## src/rtl/bfrc_pkg.sv

```systemverilog
// ----------------------------------------------------------------------------
// bfrc_pkg: block frame receive checker package
// Shared constants, types and the byte-wide CRC-16 update.
// ----------------------------------------------------------------------------
package bfrc_pkg;

  localparam logic [15:0] CrcInit    = 16'hFFFF;
  localparam logic [15:0] CrcPoly    = 16'h8408;
  localparam logic [7:0]  StartMark  = 8'hA5;
  localparam logic [7:0]  PcbTopMask = 8'hE0;
  localparam logic [7:0]  PcbRBlock  = 8'h80;
  localparam logic [7:0]  PcbErrMask = 8'h03;
  localparam logic [8:0]  FrameOverhead = 9'd5;

  typedef enum logic [1:0] {
    STATUS_OK      = 2'd0,
    STATUS_CRC_ERR = 2'd1,
    STATUS_PCB_ERR = 2'd2
  } bfrc_status_e;

  typedef struct packed {
    logic         is_status;
    logic [7:0]   payload_byte;
    logic [7:0]   control_byte;
    logic [8:0]   frame_length;
    bfrc_status_e status;
    logic         last;
  } bfrc_result_t;

  // Reflected CRC-16 update over one byte, unrolled bit by bit.
  function automatic logic [15:0] crc_byte(input logic [15:0] crc_in,
                                           input logic [7:0]  data);
    logic [15:0] crc;
    crc = crc_in ^ {8'h00, data};
    for (int k = 0; k < 8; k++) begin
      if (crc[0]) begin
        crc = (crc >> 1) ^ CrcPoly;
      end else begin
        crc = crc >> 1;
      end
    end
    return crc;
  endfunction

endpackage

```

## src/rtl/block_frame_receive_checker_top.sv

```systemverilog
// ----------------------------------------------------------------------------
// block_frame_receive_checker_top: block frame receive checker
// Deframes marker/control/length/payload/CRC-16 frames and reports status.
// ----------------------------------------------------------------------------
//
//   channel | direction | handshake               | payload
//   --------+-----------+-------------------------+-----------------------------
//   in      | input     | in_valid_i / in_stall_o | rx_byte_i
//   out     | output    | out_valid_o / out_stall_i | is_status_o, payload_byte_o,
//           |           |                         | control_byte_o, frame_length_o,
//           |           |                         | status_o, last_o
//
// One byte request is taken per cycle while in_stall_o is low; its result
// (if any) is registered in the result register, or in the skid stage while
// the output is stalled, behind the parser's combinational CRC step.
// A byte gives at most one result: payload bytes and the high CRC byte do.
// Reset (rst_ni low, asynchronous) returns the parser to hunting for the
// start marker and empties the result register and the skid stage.
// An output stall holds the result; the skid stage takes one more result,
// after which in_stall_o rises until the output takes a result.
// ----------------------------------------------------------------------------
module block_frame_receive_checker_top (
  input  logic       clk_i,
  input  logic       rst_ni,
  input  logic       in_valid_i,
  output logic       in_stall_o,
  input  logic [7:0] rx_byte_i,
  output logic       out_valid_o,
  input  logic       out_stall_i,
  output logic       is_status_o,
  output logic [7:0] payload_byte_o,
  output logic [7:0] control_byte_o,
  output logic [8:0] frame_length_o,
  output logic [1:0] status_o,
  output logic       last_o
);

  logic                   accept;
  logic                   res_valid;
  logic                   buf_full;
  bfrc_pkg::bfrc_result_t res;
  bfrc_pkg::bfrc_result_t out_data;

  // Stall input only while the skid stage is occupied.
  assign in_stall_o = buf_full;
  assign accept     = in_valid_i && !buf_full;

  bfrc_parser u_parser (
    .clk_i      (clk_i),
    .rst_ni     (rst_ni),
    .accept_i   (accept),
    .rx_byte_i  (rx_byte_i),
    .res_valid_o(res_valid),
    .res_o      (res)
  );

  bfrc_out_buf u_out_buf (
    .clk_i      (clk_i),
    .rst_ni     (rst_ni),
    .push_i     (res_valid),
    .push_data_i(res),
    .full_o     (buf_full),
    .out_valid_o(out_valid_o),
    .out_stall_i(out_stall_i),
    .out_data_o (out_data)
  );

  // Unpack the result register onto the field ports.
  assign is_status_o    = out_data.is_status;
  assign payload_byte_o = out_data.payload_byte;
  assign control_byte_o = out_data.control_byte;
  assign frame_length_o = out_data.frame_length;
  assign status_o       = out_data.status;
  assign last_o         = out_data.last;

  a_status_fields: assert property (@(posedge clk_i) disable iff (!rst_ni)
    out_valid_o && is_status_o |-> last_o && payload_byte_o == 8'd0)
    else $error("status result with payload or without last");

  a_payload_fields: assert property (@(posedge clk_i) disable iff (!rst_ni)
    out_valid_o && !is_status_o |-> !last_o && frame_length_o == 9'd0)
    else $error("payload result with status fields set");

  a_stall_blocks: assert property (@(posedge clk_i) disable iff (!rst_ni)
    in_stall_o |-> out_valid_o) else $error("input stalled with output empty");

endmodule

```

## src/rtl/bfrc_parser.sv

```systemverilog
// ----------------------------------------------------------------------------
// bfrc_parser: frame parser
// Tracks frame position, runs the CRC and builds payload and status results.
// ----------------------------------------------------------------------------
module bfrc_parser (
  input  logic                  clk_i,
  input  logic                  rst_ni,
  input  logic                  accept_i,
  input  logic [7:0]            rx_byte_i,
  output logic                  res_valid_o,
  output bfrc_pkg::bfrc_result_t res_o
);

  typedef enum logic [5:0] {
    PH_HUNT    = 6'b000001,
    PH_CTRL    = 6'b000010,
    PH_LEN     = 6'b000100,
    PH_PAYLOAD = 6'b001000,
    PH_CRCLO   = 6'b010000,
    PH_CRCHI   = 6'b100000
  } phase_e;

  phase_e      phase_q, phase_d;
  logic [7:0]  control_q, control_d;
  logic [7:0]  remaining_q, remaining_d;
  logic [15:0] crc_q, crc_d;
  logic [7:0]  crc_lo_q, crc_lo_d;
  logic [7:0]  length_q, length_d;
  logic [15:0] crc_next;
  logic [15:0] crc_fin;

  assign crc_next = bfrc_pkg::crc_byte(crc_q, rx_byte_i);
  assign crc_fin  = ~crc_q;

  always_comb begin
    phase_d     = phase_q;
    control_d   = control_q;
    remaining_d = remaining_q;
    crc_d       = crc_q;
    crc_lo_d    = crc_lo_q;
    length_d    = length_q;
    res_valid_o = 1'b0;
    res_o       = '0;
    if (accept_i) begin
      case (phase_q)
        PH_CTRL: begin
          control_d = rx_byte_i;
          crc_d     = crc_next;
          phase_d   = PH_LEN;
        end
        PH_LEN: begin
          length_d    = rx_byte_i;
          remaining_d = rx_byte_i;
          crc_d       = crc_next;
          phase_d     = (rx_byte_i == 8'd0) ? PH_CRCLO : PH_PAYLOAD;
        end
        PH_PAYLOAD: begin
          crc_d       = crc_next;
          remaining_d = remaining_q - 8'd1;
          if (remaining_q == 8'd1) begin
            phase_d = PH_CRCLO;
          end
          res_valid_o        = 1'b1;
          res_o.payload_byte = rx_byte_i;
          res_o.control_byte = control_q;
        end
        PH_CRCLO: begin
          crc_lo_d = rx_byte_i;
          phase_d  = PH_CRCHI;
        end
        PH_CRCHI: begin
          res_valid_o        = 1'b1;
          res_o.is_status    = 1'b1;
          res_o.control_byte = control_q;
          res_o.frame_length = {1'b0, length_q} + bfrc_pkg::FrameOverhead;
          res_o.last         = 1'b1;
          // CRC mismatch wins over an error-reporting control block.
          if (crc_lo_q != crc_fin[7:0] || rx_byte_i != crc_fin[15:8]) begin
            res_o.status = bfrc_pkg::STATUS_CRC_ERR;
          end else if ((control_q & bfrc_pkg::PcbTopMask) == bfrc_pkg::PcbRBlock &&
                       (control_q & bfrc_pkg::PcbErrMask) != 8'd0) begin
            res_o.status = bfrc_pkg::STATUS_PCB_ERR;
          end else begin
            res_o.status = bfrc_pkg::STATUS_OK;
          end
          phase_d = PH_HUNT;
        end
        default: begin
          phase_d = PH_HUNT;
          if (rx_byte_i == bfrc_pkg::StartMark) begin
            crc_d   = bfrc_pkg::crc_byte(bfrc_pkg::CrcInit, rx_byte_i);
            phase_d = PH_CTRL;
          end
        end
      endcase
    end
  end

  always_ff @(posedge clk_i or negedge rst_ni) begin
    if (!rst_ni) begin
      phase_q     <= PH_HUNT;
      control_q   <= '0;
      remaining_q <= '0;
      crc_q       <= bfrc_pkg::CrcInit;
      crc_lo_q    <= '0;
      length_q    <= '0;
    end else begin
      phase_q     <= phase_d;
      control_q   <= control_d;
      remaining_q <= remaining_d;
      crc_q       <= crc_d;
      crc_lo_q    <= crc_lo_d;
      length_q    <= length_d;
    end
  end

  a_res_needs_accept: assert property (@(posedge clk_i) disable iff (!rst_ni)
    res_valid_o |-> accept_i) else $error("result without accepted byte");

  a_status_closes: assert property (@(posedge clk_i) disable iff (!rst_ni)
    res_valid_o && res_o.is_status |=> phase_q == PH_HUNT)
    else $error("status did not return to hunting");

  a_payload_len: assert property (@(posedge clk_i) disable iff (!rst_ni)
    phase_q == PH_PAYLOAD |-> remaining_q != 8'd0)
    else $error("payload phase with nothing remaining");

endmodule

```

## src/rtl/bfrc_out_buf.sv

```systemverilog
// ----------------------------------------------------------------------------
// bfrc_out_buf: result register with skid stage
// Holds results for the output channel and stalls the input when full.
// ----------------------------------------------------------------------------
module bfrc_out_buf (
  input  logic                   clk_i,
  input  logic                   rst_ni,
  input  logic                   push_i,
  input  bfrc_pkg::bfrc_result_t push_data_i,
  output logic                   full_o,
  output logic                   out_valid_o,
  input  logic                   out_stall_i,
  output bfrc_pkg::bfrc_result_t out_data_o
);

  logic                   out_v_q, out_v_d;
  logic                   skid_v_q, skid_v_d;
  bfrc_pkg::bfrc_result_t out_q, out_d;
  bfrc_pkg::bfrc_result_t skid_q, skid_d;
  logic                   pop;

  assign pop         = out_v_q && !out_stall_i;
  assign full_o      = skid_v_q;
  assign out_valid_o = out_v_q;
  assign out_data_o  = out_q;

  always_comb begin
    out_v_d  = out_v_q;
    skid_v_d = skid_v_q;
    out_d    = out_q;
    skid_d   = skid_q;
    if (skid_v_q) begin
      // Drain the skid stage into the output register.
      if (pop) begin
        out_d    = skid_q;
        skid_v_d = 1'b0;
      end
    end else if (push_i) begin
      if (out_v_q && !pop) begin
        skid_d   = push_data_i;
        skid_v_d = 1'b1;
      end else begin
        out_d   = push_data_i;
        out_v_d = 1'b1;
      end
    end else if (pop) begin
      out_v_d = 1'b0;
    end
  end

  always_ff @(posedge clk_i or negedge rst_ni) begin
    if (!rst_ni) begin
      out_v_q  <= 1'b0;
      skid_v_q <= 1'b0;
    end else begin
      out_v_q  <= out_v_d;
      skid_v_q <= skid_v_d;
    end
  end

  always_ff @(posedge clk_i) begin
    out_q  <= out_d;
    skid_q <= skid_d;
  end

  a_skid_behind_out: assert property (@(posedge clk_i) disable iff (!rst_ni)
    skid_v_q |-> out_v_q) else $error("skid holds data with output empty");

  a_skid_fill: assert property (@(posedge clk_i) disable iff (!rst_ni)
    $rose(skid_v_q) |-> $past(push_i && out_v_q && out_stall_i))
    else $error("skid filled without a stalled output");

  a_no_push_full: assert property (@(posedge clk_i) disable iff (!rst_ni)
    skid_v_q |-> !push_i) else $error("request pushed while full");

endmodule

```

## config.mk

```make
export PLATFORM = sky130hd
export DESIGN_NAME = block_frame_receive_checker_top
export DESIGN_NICKNAME = d
export VERILOG_FILES = /design/src/rtl/bfrc_pkg.sv /design/src/rtl/block_frame_receive_checker_top.sv /design/src/rtl/bfrc_parser.sv /design/src/rtl/bfrc_out_buf.sv
export SDC_FILE = /design/constraint.sdc
export NUM_CORES = 1
export LEC_CHECK = 0
export BUFFER_PORTS_ARGS = -buffer_cell sky130_fd_sc_hd__buf_2
export CAP_MARGIN = 20
export CORE_MARGIN = 2
export CORE_UTILIZATION = 55
export DETAILED_ROUTE_END_ITERATION = 12
export PLACE_DENSITY_LB_ADDON = 0.05
export SYNTH_ARGS = -nofsm -noshare
export SYNTH_HDL_FRONTEND = slang
export SYNTH_SLANG_ARGS = --single-unit
export TNS_END_PERCENT = 1
```

## constraint.sdc

```tcl
create_clock -name clk_i -period 4.3 [get_ports clk_i]
set_clock_uncertainty 0.15 [all_clocks]
set_input_delay 0.215 -clock clk_i [delete_from_list [all_inputs] [get_ports clk_i]]
set_output_delay 0.215 -clock clk_i [all_outputs]
set_load 0.05 [all_outputs]
```

Word-level counts from Yosys, hierarchy flattened:

Index checks and enable logic that the tools add are counted.

* add/sub/neg operators: 2
* eq/ne operators: 14
* mux-type cells: 64
* bitwise gates (word level): 21
* reduce and logical (&&, ||, !) cells: 27

Operator list (count)
* $mux W16: 38
* $mux W29: 5
* $not A2 Y3: 16
* $pmux W16 S2: 1
* $pmux W6 S5: 1
* $mux W8: 2
* $ne A8 B8 Y1: 2
* $not A16 Y16: 1
* $not A8 Y16: 1
* $pmux W8 S2: 1
* $xor A16 B8 Y16: 1
* $mux W12: 1
* $reduce_and A3 Y1: 4
* $mux W1: 10
* $reduce_and A2 Y1: 5
* $add A8 B3 Y9 const B: 1
* $eq A8 B1 Y1 const B: 1
* $eq A8 B8 Y1 const B: 1
* $logic_not A8 Y1: 1
* $reduce_bool A2 Y1: 4
* $reduce_bool A8 Y1: 1
* $sub A8 B1 Y8 const B: 1
* $eq A6 B2 Y1 const B: 1
* $eq A6 B3 Y1 const B: 1
* other kinds (16): 27

* flip-flop bits (word level): 114
* output and inout bits: 31

Logic depth before layout (Yosys ltp):

Gate-level depths: netlist (run 1).

* depth after elaboration: 40
* depth in mapped cells: 8
* gate-level depth less buffers: 6

Cells and area by module:

A second synthesis (run 1) with hierarchy kept.

* cells, all modules: 424
* area total of the unflattened synthesis: 5546.6 um^2

By module, submodules not included
* bfrc_parser: instances 1, cells each 320, area each 3199.3 um^2, seq. area each 1372.6 um^2
* bfrc_out_buf: instances 1, cells each 103, area each 2333.5 um^2, seq. area each 1791.7 um^2
* block_frame_receive_checker_top: instances 1, cells each 1, area each 13.8 um^2, seq. area each 0.0 um^2

Least setup slack after synthesis (run 1):

No wires, ideal clock.

* path kind: reg2reg
* start: register u_parser.phase_q[5]
* end: register u_out_buf.out_q, in the netlist u_out_buf.out_data_o[10] (enable)
* library setup time: 422 ps
* arrival time: 2984 ps
* data required time: 3728 ps
* setup slack: 744 ps
* stages on the path, launching flop included: 8
* path buffers: 2
* path through: dfrtp_1 > clkbuf_1 > nor4_1 > nand3b_1 > a21oi_1 > buf_2 > a21oi_1 > a21oi_1

* word-level cells in the longest chain between the ends: 6

RTL lines
* start, declared: RTL line bfrc_parser.sv:23 `phase_e phase_q, phase_d;`
* start signal, assigned: RTL line bfrc_parser.sv:108 `phase_q <= phase_d;`
* $eq A6 B4 Y1 / $eq A6 B6 Y1 (equally long branches): RTL line bfrc_parser.sv:45 `case (phase_q)`
* $reduce_or A2 Y1 (no line) (*)
* $mux W1 (*): RTL line bfrc_parser.sv:45
* $mux W1 (*): RTL line bfrc_parser.sv:44 `if (accept_i) begin`
* $reduce_bool A2 Y1 (no line) (*)
* $reduce_and A3 Y1 (no line) (*)
* end signal, assigned: RTL line bfrc_out_buf.sv:62 `out_q <= out_d;`
* end, declared: RTL line bfrc_out_buf.sv:18 `bfrc_pkg::bfrc_result_t out_q, out_d;`

Mark *: on every way between the ends. The rest lies on a longest branch, timed or not.
A chain may end at the register's enable or synchronous reset.

Worst setup path in the final report (run 1):

* start: register u_parser.phase_q[1]
* end: register u_out_buf.out_q, in the netlist u_out_buf.out_data_o[8] (enable)

The elaborated chain is that of the path after synthesis.

==> flow_summary.yaml, run 1 <==
outcome:
  outcome: "complete, no violations"
sta:
  rsz0062_at_grt: "no"
  finalSetupViolations: 0
  timing.final.max_slew_violations: 0
  worst_slew_pin_slew_ps: 988
  hold_viol: 0
  min_period_ps: 3160
  tns_ps: 0
  period_share_pct: 73.6
  layout_setup_ws_ps: 1140
  maxSlewHeadroom_pct: 33.8
  max_clock_freq_mhz: 316
pwr:
  p_clk_share_pct: 33.1
  p_per_area_nw_per_um2: 338
  p_comb_share_pct: 6.9
  seqPwrFrac_pct: 60.0
  switchingPower_uw: 508
  intPower_mw: 1.44
  vdd_drop_max_v: 0.000181
  power.share.switching_pct: 26.1
  p_leak_nw: 2.60
clocking:
  cts_buffers: 9
  clk_latency_ps: 380
  clock-root-buffer: "clkbuf_8"
  cts_setup_buffers: 0
  hold_buffers: 2
  clkSinkCount: 112
  clockBufferDepth: 2
  cts_resized: 0
  clkSlewWorstSetupHoldPaths_ps: 110
  h-tree-depth: 3
  cts_tree: "yes"
synth:
  synth_flop_cell: "edfxtp_1"
  syn_area_per_cell_um2: 11.7
  synth_area_leader_cell: "edfxtp_1"
  synthTopCellsByCount: "edfxtp_1, nand2_1, o21ai_0"
  synth_edf_count: 56
  yosysWarnings: 0
  synth.top_cell.area_share_pct: 32.0
  synthArstFlopShare_pct: 50.0
  synth_area_um2: 5260
  syn_nets: 465
  yosys-top-cells-area: "edfxtp_1, dfrtp_1, dfstp_2, xor2_1, a21o_1"
  yosysMostFrequentCell: "edfxtp_1"
  ys_seq_area_share_pct: 59.0
  ys_seq_elements: 112
  synth_cells: 450
  synth.distinct_cells: 48
flow_run:
  cap_viol_max_count: 0
setup_path:
  slowest_stage: "a21oi_1"
  arrival_ps: 3080
  cp.required_ps: 4220
  start_kind: "register"
  worstPathMaxFanout: 20
  path_cells: "nor4_1 > nand3b_1 > buf_4 > a21oi_1 > a21oi_1 > a21oi_2 > buf_4"
  cpLargestDelayFamily: "compound AO/OA/AOI/OAI gates"
  crit_path_end_kind: "register"
  crit_buf_inv: 2
  slowest_delay_ps: 560
  reg2reg_slack_ps: 1140
  worstSetupPathType: "reg2reg"
layout:
  syn2layout_area_growth_pct: 9.51
  diodes: 0
  drive_above_1_share_pct: 21.1
  design_area_um2: 5760
  finalNetCount: 494
floorplan:
  dieArea_um2: 10400
  die_w_um: 102
  pin_count: 43
  die_h_um: 102
  rows: 35
  coreArea_um2: 9240
  start_util_pct: 56.9
drt:
  wl_per_cell_um: 17.2
  first_pass_iters: 4
  remaining_drc_errors: 0
  drtIter0Drc: 164
  viasPerCell: 5.62
  totalWireLength_mm: 10.5
  num_vias: 3447
  ant_nets: 0
place:
  gp_congestion: 0.930
  post-place-ws_ps: 1170
  io_buffers: 42
  place_area_um2: 5530
  post-dp-hpwl_mm: 7.42
grt:
  grt_pass1_vias: 3329
  grt_pass1_wl_mm: 17.4
  grt_usage_pct: 22.0
  grt_start_max_net_pins: 33
  antenna_found_initial: 0
  grt_overflow: 0
worst_hold_path:
  hold_class: "in2reg"
## final timing paths
kind | end | start | cells after the start
max | u_out_buf.out_data_o[8] | u_parser.phase_q[1] | 7
min | u_parser.crc_q[6] | rx_byte_i[3] | 3
max reg2reg | u_out_buf.out_data_o[8] | u_parser.phase_q[1] | 7
min reg2reg | u_parser.crc_q[12] | u_parser.crc_q[12] | 2
max in group asynchronous | u_parser.crc_q[5] | rst_ni | 3
min in group asynchronous | u_parser.remaining_q[1] | rst_ni | 2
## power groups by stage
stage | Combinational [mW] | Sequential (mW) | Clock [mW]
3_5_place_dp | 0.134 | 1.19 | 0
4_1_cts | 0.136 | 1.17 | 0.662
6_report | 0.135 | 1.17 | 0.646
5_1_grt | 0.152 | 1.17 | 0.701
3_3_place_gp | 0.131 | 1.19 | 0
2_1_floorplan | 0.0963 | 1.18 | 0
## stage by stage
step | total power, mW | std cells | hold WS [ps] | util (%)
final | 1.95 | 613 | 78.7 | 62.4
after global placement | 1.32 | 595 | 83.1 | 59.8
after floorplan | 1.28 | 450 | -231 | -
after global routing | 2.03 | 613 | 84.4 | 62.4
after detailed placement | 1.33 | 595 | 81.5 | 59.8
after CTS | 1.97 | 613 | 65.2 | 62.4
## kinds of logic (layout without fill, tap and decap cells)
family                     Yosys count  count (layout)  synth area share (%)
AOI/OAI and AO/OA                  103             103                  12.3
xor gates and xnor gates            50              50                  8.85
adders and majority gates            3               3                 0.714
buffers and inverters               45              79                  3.76
DFF                                112             112                  59.0
muxes                               16              16                  3.64
and+or+nand+nor                    121             121                  11.8
## state kept, by name, indices dropped and copies added (netlist names)
register,cells
u_parser.remaining_q,8
u_parser.crc_lo_q,8
u_parser.length_q,8
u_out_buf.skid_q,28
u_parser.control_q,8
u_out_buf.full_o,1
u_parser.phase_q,6
u_parser.crc_q,16
u_out_buf.out_valid_o,1
u_out_buf.out_data_o,28
## per-layer routing
metal | vias up | part of all wire (%) | wire length (um) | global-route usage [%]
met5 | - | 0 | 0 | 0
met2 | 78 | 47 | 4960 | 33.6
met4 | 0 | 1.8 | 186 | 7.48
met3 | 14 | 3.2 | 339 | 2.90
li1 | 1661 | - | - | -
met1 | 1694 | 48 | 5050 | 32.7
## final cells by class
cell class              instances  area, um2
well taps                     129        161
clock inverters                 7       88.8
multi-input cells             293       1960
flip-flops and latches        112       3100
repair buffers                 49        268
clock buffers                   9        124
fillers                       775       3480
inverters                      14       52.6
## worst register-to-register path, delay by kind of cell (launching register included)
family                 cells  cell delay (ps)
AO/OA/AOI/OAI              3             1090
buffers and inverters      2              560
AND/OR/NAND/NOR            2              550
flip-flops                 1              500
## layout by cell type, fill, tap and decap left out, types with 12 or more instances in the layout
cell type  count
mux2_2        13
xor2_1        30
dfrtp_1       39
nand2_1       41
edfxtp_1      56
dfstp_2       17
inv_1         14
nor3_1        12
o21ai_0       40
nor2_1        18
xnor2_1       18
a21oi_1       12
a21o_1        31
buf_2         42
Note: power is estimated with default switching activity, not from simulation.
==> run 2: changes to the inputs <==
- CORE_UTILIZATION: 55 -> 54
- clock period: 4.3 -> 2.6 ns (I/O delays scaled with it)
==> run 2 against run 1 <==
First-iteration DRC count decreased by 21%. Worst setup slack got worse by 910 ps. Wire length increased by 0.35%. Via count increased by 0.87%. Clock power increased by 66%. Register-to-register slack got worse by 910 ps. Flip-flop and latch count unchanged. Global-route usage increased by 0.17 points. Sequential power increased by 65%. Hold slack got worse by 39 ps. Sequential share of layout area decreased by 1.4 points. Critical endpoint is now u_out_buf.out_data_o[21]. Largest power group unchanged. Highest routed layer unchanged.
==> flow_summary.yaml, run 2 (same netlist as run 1, synthesis figures left out) <==
setup_path:
  crit_path_end_kind: "register"
  crit_start: "u_parser.phase_q[5]"
  r2r-start: "u_parser.phase_q[5]"
  start_kind: "register"
  arrival_ps: 2310
  worstSetupPathType: "reg2reg"
  rr_worst_depth: 6
  worstPathMaxFanout: 21
  r2r_end: "u_out_buf.out_data_o[21]"
  reg2reg_slack_ps: 230
  cp.required_ps: 2540
sta:
  max_clock_freq_mhz: 422
  hold_viol: 0
  whs_ps: 40.1
  maxSlewHeadroom_pct: 38.8
  rsz0062_at_grt: "no"
  finalSetupViolations: 0
  period_share_pct: 91.2
  min_period_ps: 2370
  worst_slew_pin_slew_ps: 918
  tns_ps: 0
  timing.final.max_slew_violations: 0
layout:
  syn2layout_area_growth_pct: 12.4
  final_cell_mix: "edfxtp_1, buf_2, nand2_1, o21ai_0, dfrtp_1"
  finalNetCount: 509
  layout_commonest_cell: "edfxtp_1"
  drive_above_1_share_pct: 23.4
  final_util_pct: 61.6
  diodes: 0
drt:
  wl_per_cell_um: 16.7
  totalWireLength_mm: 10.6
  remaining_drc_errors: 0
  viasPerCell: 5.50
  ant_nets: 0
  drtIter0Drc: 130
  first_pass_iters: 4
  num_vias: 3477
clocking:
  clk_latency_ps: 370
  cts_tree: "yes"
  clockBufferDepth: 2
  clock-root-buffer: "clkbuf_8"
  clkSlewWorstSetupHoldPaths_ps: 100
  cts_buffers: 9
  clkSinkCount: 112
  h-tree-depth: 3
floorplan:
  die_h_um: 103
  rows: 36
  start_util_pct: 54.8
  coreArea_um2: 9590
  die_w_um: 103
  pin_count: 43
  dieArea_um2: 10500
place:
  post-dp-hpwl_mm: 7.31
  gp_congestion: 0.842
  io_buffers: 42
flow_run:
  cap_viol_max_count: 0
pwr:
  p_per_area_nw_per_um2: 546
  p_leak_nw: 2.67
  vdd_drop_max_v: 0.000287
grt:
  grt_pass1_vias: 3470
  grt_pass1_wl_mm: 17.7
  grt_overflow: 0
  antenna_found_initial: 0
  grt_start_max_net_pins: 43
  grt_usage_pct: 22.2
outcome:
  outcome: "complete, no violations"
worst_hold_path:
  hold_start: "rx_byte_i[2]"
  hold_class: "in2reg"
  holdPathEnd: "u_parser.crc_q[5]"
  whs_path_depth: 3
run 2: cell types whose count changed in the layout (fill, tap and decap cells not counted), sizes merged:
| cell | previous run | this run |
|---|---|---|
| buf | 47 | 60 |
| bufinv | 0 | 1 |
| clkinvlp | 0 | 1 |
| dlygate4sd3 | 2 | 4 |
| clkinv | 3 | 2 |
| inv | 18 | 16 |
| clkbuf | 9 | 10 |
run 2: routing by layer:
| metal | share of wire (%) | up-vias | GRT usage, % |
|---|---|---|---|
| met4 | 2.1 | 0 | 9.13 |
| met1 | 46 | 1686 | 31.2 |
| met2 | 47 | 84 | 34.7 |
| li1 | - | 1688 | - |
| met3 | 4.7 | 19 | 3.46 |
| met5 | 0 | - | 0 |
run 2: layout make-up:
cell class              count  area [um2]
inverters                  14        52.6
multi-input cells         293        1980
well taps                 133         166
repair buffers             64         410
flip-flops and latches    112        3100
clock inverters             6        75.1
fillers                   767        3680
clock buffers              10         128
run 2: repair_timing:
item                                    CTS  global route
endpoints found under the hold margin    27             0
resized for setup                         0             2
hold buffers                              4             0
buffers inserted                          0             0
endpoints found under the setup margin    0            31
run 2: worst max path at each step:
stage | to | slack [ps] | cells after the start
2_1_floorplan | u_out_buf.out_data_o[10] | -70 | 7
3_3_place_gp | u_parser.crc_q[15] | 310 | 6
3_5_place_dp | u_parser.crc_q[11] | 220 | 6
4_1_cts | u_out_buf.out_data_o[21] | 140 | 6
5_1_grt | u_parser.crc_q[5] | 70 | 6
6_report | u_out_buf.out_data_o[21] | 230 | 6
run 2: per-stage QoR:
step,instance area (um2),power [mW],worst slack [ps],instances
detailed placement,5670,2.20,221,612
finish,5910,3.23,230,632
global placement,5670,2.19,307,612
CTS,5910,3.26,143,632
floorplan,5270,2.12,-66.9,450
global route,5910,3.36,71.0,632
run 2: critical path, stage by stage (launching register included):
cell,delay [ps]
dfrtp_1,480
nor4_1,500
nand3b_1,190
a21oi_2,290
a21oi_1,110
a21oi_4,170
buf_12,180
run 2: power breakdown:
group	switching [mW]	total (mW)	internal, mW
Clock	0.606	1.07	0.460
Combinational	0.132	0.232	0.0996
Sequential	0.0385	1.93	1.89
==> run 3: changes to the inputs <==
- PLACE_DENSITY_LB_ADDON: 0.05 -> 0.25
==> run 3 against run 2 <==
Cell count down 0.47%. First-iteration DRC count up 85%. Combinational power about the same. Critical path depth stayed put. Sequential share of layout area up 0.31 points. Flip-flop and latch count unchanged. Global-route usage fell by 0.11 points. Fmax decreased by 1.3%. Critical path type unchanged.
==> flow_summary.yaml, run 3 (same netlist as run 1, synthesis figures left out) <==
floorplan:
  dieArea_um2: 10500
  start_util_pct: 54.8
  rows: 36
  die_h_um: 103
  die_w_um: 103
  pin_count: 43
  coreArea_um2: 9590
drt:
  num_vias: 3502
  viasPerCell: 5.57
  remaining_drc_errors: 0
  totalWireLength_mm: 10.9
  ant_nets: 0
  drtIter0Drc: 241
  wl_per_cell_um: 17.3
  first_pass_iters: 4
sta:
  worst_slew_pin_slew_ps: 990
  hold_viol: 0
  layout_setup_ws_ps: 198
  period_share_pct: 92.4
  maxSlewHeadroom_pct: 34.0
  finalSetupViolations: 0
  rsz0062_at_grt: "no"
  max_clock_freq_mhz: 416
  tns_ps: 0
  min_period_ps: 2400
  timing.final.max_slew_violations: 0
clocking:
  clock-root-buffer: "clkbuf_8"
  cts_setup_buffers: 0
  clkSlewWorstSetupHoldPaths_ps: 100
  clkSinkCount: 112
  cts_tree: "yes"
  h-tree-depth: 3
  clockBufferDepth: 2
  clk_latency_ps: 380
  hold_buffers: 4
  cts_buffers: 9
  cts_resized: 0
layout:
  drive_above_1_share_pct: 22.8
  syn2layout_area_growth_pct: 11.7
  final_cell_mix: "edfxtp_1, buf_2, nand2_1, o21ai_0, dfrtp_1"
  layout_commonest_cell: "edfxtp_1"
  regArea_um2: 3100
  multi_input_area_um2: 1970
  diodes: 0
  final_util_pct: 61.3
  finalNetCount: 506
  nFillCells: 772
  fin_cells: 629
setup_path:
  start_kind: "register"
  cp.required_ps: 2540
  slowest_delay_ps: 510
  crit_path_end_kind: "register"
  path_cells: "nor4_1 > nand3b_1 > a21oi_1 > buf_4 > and3_2 > buf_12"
  arrival_ps: 2340
  rr_worst_depth: 6
  worstPathMaxFanout: 22
  worstSetupPathType: "reg2reg"
  reg2reg_slack_ps: 200
  slowest_stage: "dfrtp_1"
place:
  placed_cells: 609
  gp_congestion: 0.817
  post-place-ws_ps: 234
  post-dp-hpwl_mm: 7.40
  io_buffers: 42
pwr:
  vdd_drop_max_v: 0.000295
  finalPower_mw: 3.19
  p_per_area_nw_per_um2: 543
  p_leak_nw: 2.65
grt:
  grt_usage_pct: 22.0
  antenna_found_initial: 0
  grt_start_max_net_pins: 42
  grt_pass1_vias: 3406
  grt_pass1_wl_mm: 17.5
  grt_overflow: 0
outcome:
  outcome: "complete, no violations"
worst_hold_path:
  hold_class: "in2reg"
  whs_path_depth: 3
flow_run:
  cap_viol_max_count: 0
==> run 3: area by class of cell <==
cell class | instances | area share (%)
well taps | 133 | 2.83
repair buffers | 61 | 6.60
multi-input cells | 293 | 33.5
flip-flops and latches | 112 | 52.8
clock inverters | 5 | 0.745
clock buffers | 11 | 2.58
inverters | 14 | 0.894
==> run 3: power breakdown <==
group	switching (mW)	internal, mW	total (mW)
combinational	0.133	0.101	0.234
clock	0.610	0.415	1.03
sequential	0.0394	1.89	1.93
==> run 3: metal layers <==
layer	vias up	routed length (um)	GRT usage (%)
met2	75	5220	36.2
met5	-	0	0
met1	1742	5090	30.7
met3	11	399	3.53
met4	0	144	6.15
li1	1674	-	-
==> run 3: critical path, delay by kind of cell, from the launching register on <==
family                 cells  cell delay, ps
AO/OA/AOI/OAI              1             150
buffers and inverters      2             370
AND/OR/NAND/NOR            3             930
flip-flops                 1             510
==> run 3: path summary, 6_finish.rpt <==
kind / endpoint / startpoint
worst min-delay path: u_parser.crc_q[5] / rx_byte_i[2]
min in group asynchronous: u_parser.remaining_q[4] / rst_ni
worst max-delay path: u_out_buf.skid_q[6] / u_parser.phase_q[1]
worst max register to register: u_out_buf.skid_q[6] / u_parser.phase_q[1]
max in group asynchronous: u_parser.crc_q[6] / rst_ni
worst min register to register: u_parser.control_q[2] / u_parser.control_q[2]
==> run 3: per-stage QoR <==
step | instance area, um2 | hold WS (ps)
floorplan | 5270 | -316
global placement | 5640 | 174
detailed placement | 5640 | 185
CTS | 5880 | 11.7
global route | 5880 | 35.1
finish | 5880 | 28.7
